<file path="config.mk">
export PLATFORM = sky130hd
export DESIGN_NAME = bsl_history
export DESIGN_NICKNAME = d
export VERILOG_FILES = /design/src/design/bsl_pkg.sv /design/src/design/bsl_history.sv
export SDC_FILE = /design/constraint.sdc
export NUM_CORES = 1
export LEC_CHECK = 0
export BUFFER_PORTS_ARGS = -buffer_cell sky130_fd_sc_hd__buf_2
export CAP_MARGIN = 20
export CORE_AREA = 5 5 155 157
export DETAILED_ROUTE_END_ITERATION = 10
export DIE_AREA = 0 0 160 162
export GPL_TIMING_DRIVEN = 0
export HOLD_SLACK_MARGIN = 0.12
export PLACE_DENSITY = 0.71
export SLEW_MARGIN = 20
export SYNTH_ARGS = -nofsm -noshare
export SYNTH_HDL_FRONTEND = slang
export SYNTH_SLANG_ARGS = --single-unit
</file>
<file path="constraint.sdc">
create_clock -name i_clk -period 1.43 [get_ports i_clk]
set_input_delay 0.3575 -clock i_clk [delete_from_list [all_inputs] [get_ports i_clk]]
set_output_delay 0.3575 -clock i_clk [all_outputs]
set_load 0.05 [all_outputs]
</file>
<file path="src/design/bsl_pkg.sv">
// ----------------------------------------------------------------------------
// bsl_pkg
// Shared types, widths and coefficients of the fourth-order Bessel low-pass
// filter: sample format, Q2.30 coefficient tables and the result record.
// ----------------------------------------------------------------------------
package bsl_pkg;

    // Sample format is signed Q16.16, coefficients are signed Q2.30.
    localparam int SAMPLE_W   = 32;
    localparam int COEF_W     = 32;
    localparam int FRAC_SHIFT = 30;
    localparam int HIST_DEPTH = 4;
    localparam int FF_TAPS    = HIST_DEPTH + 1;

    // An exact product, then room for the sum of all nine products.
    localparam int PROD_W = SAMPLE_W + COEF_W;
    localparam int ACC_W  = PROD_W + 4;
    localparam int RND_W  = ACC_W - FRAC_SHIFT;

    typedef logic signed [SAMPLE_W-1:0] t_sample;
    typedef logic signed [COEF_W-1:0]   t_coef;
    typedef t_sample                    t_hist [HIST_DEPTH];

    typedef struct packed {
        t_sample filtered;
        logic    saturated;
    } t_result;

    // Feed-forward taps b1..b5 for x[n] .. x[n-4].
    localparam t_coef FF_COEF [FF_TAPS] = '{
        t_coef'(16516117),
        t_coef'(66064467),
        t_coef'(99096700),
        t_coef'(66064467),
        t_coef'(16516117)
    };

    // Feedback taps, already negated (-a2 .. -a5) for y[n-1] .. y[n-4].
    localparam t_coef FB_COEF [HIST_DEPTH] = '{
        t_coef'(1570965274),
        -t_coef'(1077273666),
        t_coef'(366658726),
        -t_coef'(50866376)
    };

    // Half an output LSB for round to nearest.
    localparam logic signed [ACC_W-1:0] ROUND_BIAS =
        {{(ACC_W-FRAC_SHIFT){1'b0}}, 1'b1, {(FRAC_SHIFT-1){1'b0}}};

    localparam t_sample SAT_MAX = {1'b0, {(SAMPLE_W-1){1'b1}}};
    localparam t_sample SAT_MIN = {1'b1, {(SAMPLE_W-1){1'b0}}};

endpackage

</file>
<file path="src/design/bsl_history.sv">
// ----------------------------------------------------------------------------
// bsl_history
// Delay lines of the filter: the last four input samples and the last four
// output samples, cleared at reset and shifted once per processed sample.
// ----------------------------------------------------------------------------
module bsl_history (
    input  logic             i_clk,
    input  logic             i_rst_n,
    input  logic             i_shift,
    input  bsl_pkg::t_sample i_x,
    input  bsl_pkg::t_sample i_y,
    output bsl_pkg::t_hist   o_x_hist,
    output bsl_pkg::t_hist   o_y_hist
);
    import bsl_pkg::*;

    t_hist r_x_hist;
    t_hist r_y_hist;

    // Shift both lines; the newest sample enters at index zero.
    always_ff @(posedge i_clk) begin
        if (!i_rst_n) begin
            for (int i = 0; i < HIST_DEPTH; i++) begin
                r_x_hist[i] <= '0;
                r_y_hist[i] <= '0;
            end
        end else if (i_shift) begin
            r_x_hist[0] <= i_x;
            r_y_hist[0] <= i_y;
            for (int i = 1; i < HIST_DEPTH; i++) begin
                r_x_hist[i] <= r_x_hist[i-1];
                r_y_hist[i] <= r_y_hist[i-1];
            end
        end
    end

    assign o_x_hist = r_x_hist;
    assign o_y_hist = r_y_hist;

endmodule

</file>
==> impl_summary.txt, run 1 <==
----------------------------------------------------
[STA]
  Setup Viol. Count Final ... 0
  Final critical delay including setup and external delays ... ~1.4 ns
  Share of the clock period used by the worst path after layout ... 99.01%
  Crit path setup slack, layout ... roughly 0.014 ns
  Worst-case clock skew ... a little under 0.009 ns
  Highest achievable clock rate ... just over 0.7 GHz
  Final Slew Violations ... 0
  Hold Worst Slack ... ~0.12 ns
  Setup repair after global routing missed its margin ... true
  Worst-case headroom to the max-slew limit ... between 60% and 70%
  Final hold violation count ... 0
  Pin slew with the least headroom to its limit ... ~0.5 ns

[Synthesis]
  Combinational family with the most area after synthesis ... multiplexers
  Synth Area in Adders ... 0%
  Post-synth design cell area ... between 9000 and 10,000 µm²
  Net count after synthesis ... around 890
  Synthesized-area fraction occupied by xor and xnor cells ... 0%
  Share of synthesized cell area in and, or, nand and nor gates ... between 10% and 20%
  Compound-Gate Fraction of Synth Area ... 0%
  Mux contribution to synthesized area ... 25.75%
  Synth area leaders ... sky130_fd_sc_hd__dfxtp_1 52%, sky130_fd_sc_hd__mux2i_1 26%, sky130_fd_sc_hd__nor2b_1 16%
  Portion of synthesized cell area occupied by the leading cell type ... approximately half
  Mean post-synth cell area ... ~12 µm²
  Flop and latch count out of synthesis ... approximately 260
  Count of cell types in the netlist ... 9
  Count of synthesis-stage warnings from yosys ... 0
  Area leader, netlist ... sky130_fd_sc_hd__dfxtp_1
  Cell count after synthesis ... roughly 830
  Proportion of synthesized chip area in sequential cells ... about half

[Floorplanning]
  Die Span X ... 160 µm
  Chip Height ... 162 µm
  I/O pin count ... 323
  Site Rows ... 55
  Die Footprint ... ~26,000 µm²
  Placeable core area ... around 22,000 µm²
  Initial Utilization ... between 40% and 50%

[Critical path]
  List of cells traversed by the critical path ... buf_8
  Type of the worst setup path ... flop to primary output
  Required time of the critical path ... 1.07 ns
  Critical Path End Type ... primary output
  Data arrival time of the worst path ... 1.06 ns
  Type of origin of the critical path ... flop
  Cell at the slowest stage of the critical path ... sky130_fd_sc_hd__dfxtp_2
  Sum of buffers and inverters on the critical path ... 1
  Top fanout value on the critical path ... 3
  Crit-path max cell delay ... approximately 0.37 ns
  CP top delay family ... flip-flops

[Power]
  Sum of internal, switching and leakage power ... 0.01774 W
  P per Cell Area ... ~1100 nW/µm²
  Worst IR drop on VDD ... about 1000 µV
  Leak ... roughly 7 nW

[Placement]
  Final weighted congestion in routability-driven placement ... between 0.7 and 0.8
  Setup slack at placement ... -0.005494 ns
  Half-perimeter wire length after detailed placement ... approximately 20 mm
  Post-detailed-placement cell area ... approximately 12,000 µm²
  Port-buffer cells ... 320

[Job]
  Max-cap check violation count ... 0

[Clocking]
  Maximum level of the CTS H-tree ... 1
  Max Root-Sink Buffers ... 3
  TritonCTS sink count ... approximately 260
  TritonCTS clock tree ... done
  Number of buffers created by CTS ... 28
  CTS clk-pin slew, worst paths ... 0.06 ns
  Clock tree root buffer cell ... sky130_fd_sc_hd__clkbuf_16
  Clock latency of the later-clocked register in the worst-skew pair ... ~0.52 ns

[Global routing]
  Overflow left after global routing ... 0
  Fraction of met2 tracks used by global routing ... 38.32%
  Met3 Track Usage GR ... ~5.5%
  Wire length of the first global-routing pass ... ~46 mm
  GRT Resource Usage Total ... a little over a fifth
  Antenna violations before repair ... 0
  Vias in the first global route ... 8,026
  GR peak layer ... met2
  Met1 capacity usage during global routing ... 25.55%
  Pin count of the biggest net entering global routing ... 14

[Final layout]
  Filler cell count in the final layout ... 1,387
  Net total in the final layout ... 1,319
  Post-route design area ... approximately 16,000 µm²
  Utilization after layout ... 72.92%
  Area added between synthesis and finish ... 63.90%
  Share of cells above drive strength 1 ... about 52%

[Hold path]
  Class of the most critical hold timing path ... primary input to flop

[Route]
  Via-to-Cell Ratio ... 4.848
  Routed Antenna Nets ... 0
  Pre-antenna DRT Iters ... 4
  Post-Route WL ... 30.99 mm
  Starting DRC count in detailed routing ... 229
  DRC viols ... 0
  Average detailed-routed wire length per instance ... 19.86 µm
  Via Count ... between 7,000 and 8,000

[Status]
  Outcome ... finished clean

----------------------------------------------------
-- layout by cell type (no fill, tap or decap) --
| cell type | Yosys | final |
|---|---|---|
| sky130_fd_sc_hd__buf_8 | 1 | 141 |
| sky130_fd_sc_hd__diode_2 | 0 | 1 |
| sky130_fd_sc_hd__mux2i_1 | 256 | 256 |
| sky130_fd_sc_hd__nor2b_1 | 256 | 256 |
| sky130_fd_sc_hd__dfxtp_1 | 256 | 3 |
| sky130_fd_sc_hd__buf_2 | 2 | 66 |
| sky130_fd_sc_hd__clkinvlp_4 | 0 | 2 |
| sky130_fd_sc_hd__dfxtp_2 | 0 | 160 |
| sky130_fd_sc_hd__clkinv_2 | 0 | 6 |
| sky130_fd_sc_hd__clkbuf_16 | 0 | 29 |
| sky130_fd_sc_hd__buf_6 | 1 | 116 |
| sky130_fd_sc_hd__buf_4 | 1 | 17 |
| sky130_fd_sc_hd__dlygate4sd3_1 | 0 | 61 |
| sky130_fd_sc_hd__bufinv_16 | 0 | 4 |
| sky130_fd_sc_hd__buf_12 | 26 | 27 |
| sky130_fd_sc_hd__clkbuf_1 | 26 | 31 |
| sky130_fd_sc_hd__clkbuf_8 | 0 | 4 |
| sky130_fd_sc_hd__dfxtp_4 | 0 | 93 |
| sky130_fd_sc_hd__clkinv_4 | 0 | 2 |
-- flip-flops by register name, indices dropped and copies added (netlist names) --
| name | flops |
|---|---|
| o_x_hist | 128 |
| o_y_hist | 128 |
-- metrics by stage --
step,std cells,TNS (ns)
finish,1560,0
global route,1559,-0.6515
CTS,1543,-0.01531
detailed placement,1430,-0.005494
global placement,1430,0
floorplan,825,0
-- Yosys cell counts --
master,count
sky130_fd_sc_hd__clkbuf_1,26
sky130_fd_sc_hd__buf_6,1
sky130_fd_sc_hd__buf_4,1
sky130_fd_sc_hd__buf_8,1
sky130_fd_sc_hd__nor2b_1,256
sky130_fd_sc_hd__buf_2,2
sky130_fd_sc_hd__mux2i_1,256
sky130_fd_sc_hd__dfxtp_1,256
sky130_fd_sc_hd__buf_12,26
-- path summary, 6_finish.rpt --
| kind | start | end | slack (ns) | cells past startpoint |
|---|---|---|---|---|
| worst max register to register | o_x_hist[75] | o_x_hist[75] | 0.56 | 3 |
| worst max-delay path | o_x_hist[116] | o_x_hist[116] | 0.01 | 1 |
| worst min register to register | o_x_hist[2] | o_x_hist[2] | 0.52 | 2 |
| worst min-delay path | i_y[17] | o_y_hist[113] | 0.12 | 3 |
-- report_power, final --
group          switching [W]  internal (W)  leakage, nW  total [W]
Sequential          0.000257       0.00727         2.22    0.00752
Combinational        0.00141       0.00124         4.40    0.00265
Clock                0.00292       0.00464        0.481    0.00757
-- logic make-up (layout without fill, tap and decap cells) --
logic type | after synthesis | in the layout
muxes | 256 | 256
DFF | 256 | 256
and+or+nand+nor | 256 | 256
buffers and inverters | 57 | 506
other | 0 | 1
-- layout make-up --
cell class	count	area, µm²	share of cell area (%)
flip-flops and latches	256	5674	34.79
repair buffers	397	4468	27.40
multi-input cells	512	4164	25.53
clock buffers	38	799.5	4.902
plain buffers	57	661.9	4.058
well taps	285	356.6	2.186
clock inverters	14	182.7	1.120
diodes	1	2.502	0.01534
-- repair_timing --
action                                  in CTS  in global routing
setup buffers                                0                 16
endpoints found under the setup margin     256                182
endpoints found under the hold margin       61                  0
resized for setup                          762                238
hold buffers                                61                  0
cloned                                       0                  0
-- worst register-to-register path, stage by stage, from the launching register on --
cell and delay [ns]:
sky130_fd_sc_hd__dfxtp_4 0.36, sky130_fd_sc_hd__buf_4 0.13, sky130_fd_sc_hd__mux2i_1 0.19, sky130_fd_sc_hd__nor2b_1 0.08
-- per-layer routing --
layer | share of wire [%] | wire (µm) | vias up
met5 | 0 | 0 | -
met4 | 2.8 | 876 | 0
met3 | 6.2 | 1913 | 66
met2 | 52 | 16130 | 250
met1 | 39 | 12070 | 3648
li1 | - | - | 3599
Note: power is estimated with default switching activity, not from simulation.
==> inputs of run 2 (changes only) <==
Settings changed: CORE_AREA 5 5 155 157 to 5 5 132 184, DIE_AREA 0 0 160 162 to 0 0 137 189.
Clock period 1.43 ns to 1.7 ns, I/O delays scaled along.
==> impl_summary.txt, run 2 (synthesis gave the netlist of run 1 again) <==
----------------------------------------------------
[STA]
  Share of the clock period used by the worst path after layout ... a little under 100%
  Setup repair after global routing missed its margin ... false
  Final hold violation count ... 0 (unchanged)
  Worst-case clock skew ... 0.006389 ns (-0.002256 ns)
  Final Slew Violations ... 0 (unchanged)
  Worst-case headroom to the max-slew limit ... 61.96% (-3.9 points)
  Pin slew with the least headroom to its limit ... 0.5706 ns (+0.05794 ns)
  Total Negative Setup Slacks ... 0 ns (unchanged)
  Setup Viol. Count Final ... 0 (unchanged)
  Final critical delay including setup and external delays ... roughly 1.6 ns
  Highest achievable clock rate ... between 0.6 and 0.7 GHz

[Power]
  Worst IR drop on VDD ... 754.3 µV (-25%)
  Leak ... 6.192 nW (-13%)
  P per Cell Area ... 1065 nW/µm² (-2.1%)

[Critical path]
  Sum of buffers and inverters on the critical path ... 1 (unchanged)
  CP top delay family ... flip-flops
  Type of origin of the critical path ... flop
  Crit-path max cell delay ... 0.40 ns (+0.03 ns)
  Required time of the critical path ... 1.27 ns (+0.20 ns)
  Critical Path End Type ... primary output
  Cell at the slowest stage of the critical path ... sky130_fd_sc_hd__dfxtp_1
  Top fanout value on the critical path ... 3 (unchanged)
  Data arrival time of the worst path ... 1.21 ns (+0.15 ns)
  List of cells traversed by the critical path ... buf_2
  Type of the worst setup path ... flop to primary output

[Global routing]
  GRT Resource Usage Total ... 18.89% (-2.7 points)
  Met1 capacity usage during global routing ... 21.02% (-4.5 points)
  Antenna violations before repair ... 2 (+2)
  Fraction of met2 tracks used by global routing ... 34.17% (-4.2 points)
  Vias in the first global route ... 7,107 (-11%)
  GR peak layer ... met2
  Wire length of the first global-routing pass ... 39.47 mm (-14%)
  Pin count of the biggest net entering global routing ... 15 (+1)
  Met3 Track Usage GR ... 5.609% (+0.077 points)
  Overflow left after global routing ... 0 (unchanged)

[Status]
  Outcome ... finished clean

[Floorplanning]
  Chip Height ... 189 µm (+17%)
  Site Rows ... 65 (+18%)
  Die Footprint ... 25,890 µm² (-0.10%)
  I/O pin count ... 323 (unchanged)
  Initial Utilization ... 44.49% (unchanged)
  Die Span X ... 137 µm (-14%)
  Placeable core area ... 22,370 µm² (unchanged)

[Route]
  DRC viols ... 0 (unchanged)
  Routed Antenna Nets ... 0 (unchanged)
  Via-to-Cell Ratio ... 4.604 (-5.0%)
  Starting DRC count in detailed routing ... 107 (-53%)
  Pre-antenna DRT Iters ... 4 (unchanged)
  Average detailed-routed wire length per instance ... 17.04 µm (-14%)
  Post-Route WL ... 25.40 mm (-18%)
  Via Count ... 6,860 (-9.3%)

[Clocking]
  Number of buffers created by CTS ... 25 (-11%)
  Clock tree root buffer cell ... sky130_fd_sc_hd__clkbuf_16
  # hold bufs at CTS ... 0 (-100%)
  CTS clk-pin slew, worst paths ... 0.06 ns (about the same)
  Clock latency of the later-clocked register in the worst-skew pair ... 0.51 ns (about the same)
  TritonCTS clock tree ... done
  Buffers inserted by post-CTS timing repair ... 0 (unchanged)
  TritonCTS sink count ... 256 (unchanged)
  Max Root-Sink Buffers ... 3 (unchanged)
  Number of instances resized during post-cts repair ... 0 (-100%)
  Maximum level of the CTS H-tree ... 1 (unchanged)

[Final layout]
  Share of cells above drive strength 1 ... 32.60% (-20 points)
  Final standard cell count with taps included and fillers excluded ... 1,490 (-4.5%)
  Most frequent cells in the layout ... 322 x sky130_fd_sc_hd__buf_2, 256 x sky130_fd_sc_hd__mux2i_1, 256 x sky130_fd_sc_hd__nor2b_1, 256 x sky130_fd_sc_hd__dfxtp_1, 32 x sky130_fd_sc_hd__clkbuf_1
  Net total in the final layout ... 1,239 (-6.1%)
  Area added between synthesis and finish ... 28.04%
  Leading cell type in the layout, fill and taps excluded ... sky130_fd_sc_hd__buf_2

[Placement]
  Cell count after placement ... 1,446 (+1.1%)
  Final weighted congestion in routability-driven placement ... 0.7768 (+0.99%)
  Port-buffer cells ... 320 (unchanged)
  Half-perimeter wire length after detailed placement ... 19.27 mm (-1.5%)

[Hold path]
  Class of the most critical hold timing path ... primary input to flop

[Job]
  Max-cap check violation count ... 0 (unchanged)

----------------------------------------------------
==> run 2: layout make-up <==
type | count | area [µm²]
sequential | 256 | 5125
multi-input combinational | 512 | 4164
fill | 1982 | 9624
tap | 301 | 376.6
timing repair buffer | 320 | 1602
clock inverter | 8 | 117.6
buffer | 57 | 661.9
antenna | 2 | 5.005
clock buffer | 34 | 689.4
==> run 2: path summary, 6_finish.rpt <==
kind | endpoint | startpoint | slack [ns] | depth (start not counted)
setup reg to reg | o_x_hist[81] | o_x_hist[113] | 1.02 | 2
setup / recovery | o_x_hist[113] | o_x_hist[113] | 0.07 | 1
hold / removal | o_x_hist[96] | i_x[0] | 0.17 | 3
hold reg to reg | o_x_hist[0] | o_x_hist[0] | 0.51 | 2
==> run 2: layer usage <==
| layer | up-vias | part of all wire [%] |
|---|---|---|
| li1 | 3421 | - |
| met1 | 3172 | 38 |
| met2 | 228 | 51 |
| met3 | 39 | 8.4 |
| met4 | 0 | 2.6 |
| met5 | - | 0 |
==> run 2: metrics by stage <==
step	hold slack, ns	utilization [%]	power, W	setup WS (ns)	area [µm²]
2_1_floorplan	0.5945	-	0.007764	0.5188	9951
3_3_place_gp	0.4909	53.34	0.008202	0.1842	11930
3_5_place_dp	0.4950	53.34	0.008217	0.1818	11930
4_1_cts	0.1488	56.95	0.01377	0.01451	12740
5_1_grt	0.1606	56.97	0.01409	0.01085	12740
6_report	0.1730	56.97	0.01357	0.06760	12740
==> run 2: worst register-to-register path: stages (launching register included) <==
cell	delay, ns
sky130_fd_sc_hd__dfxtp_1	0.40
sky130_fd_sc_hd__mux2i_1	0.10
sky130_fd_sc_hd__nor2b_1	0.11
==> run 2: where the power goes <==
part | total [W] | internal (W) | switching [W] | leakage (nW)
Clock | 0.00552 | 0.00328 | 0.00224 | 0.395
Combinational | 0.00174 | 0.000629 | 0.00111 | 3.72
Sequential | 0.00632 | 0.00618 | 0.000142 | 2.08
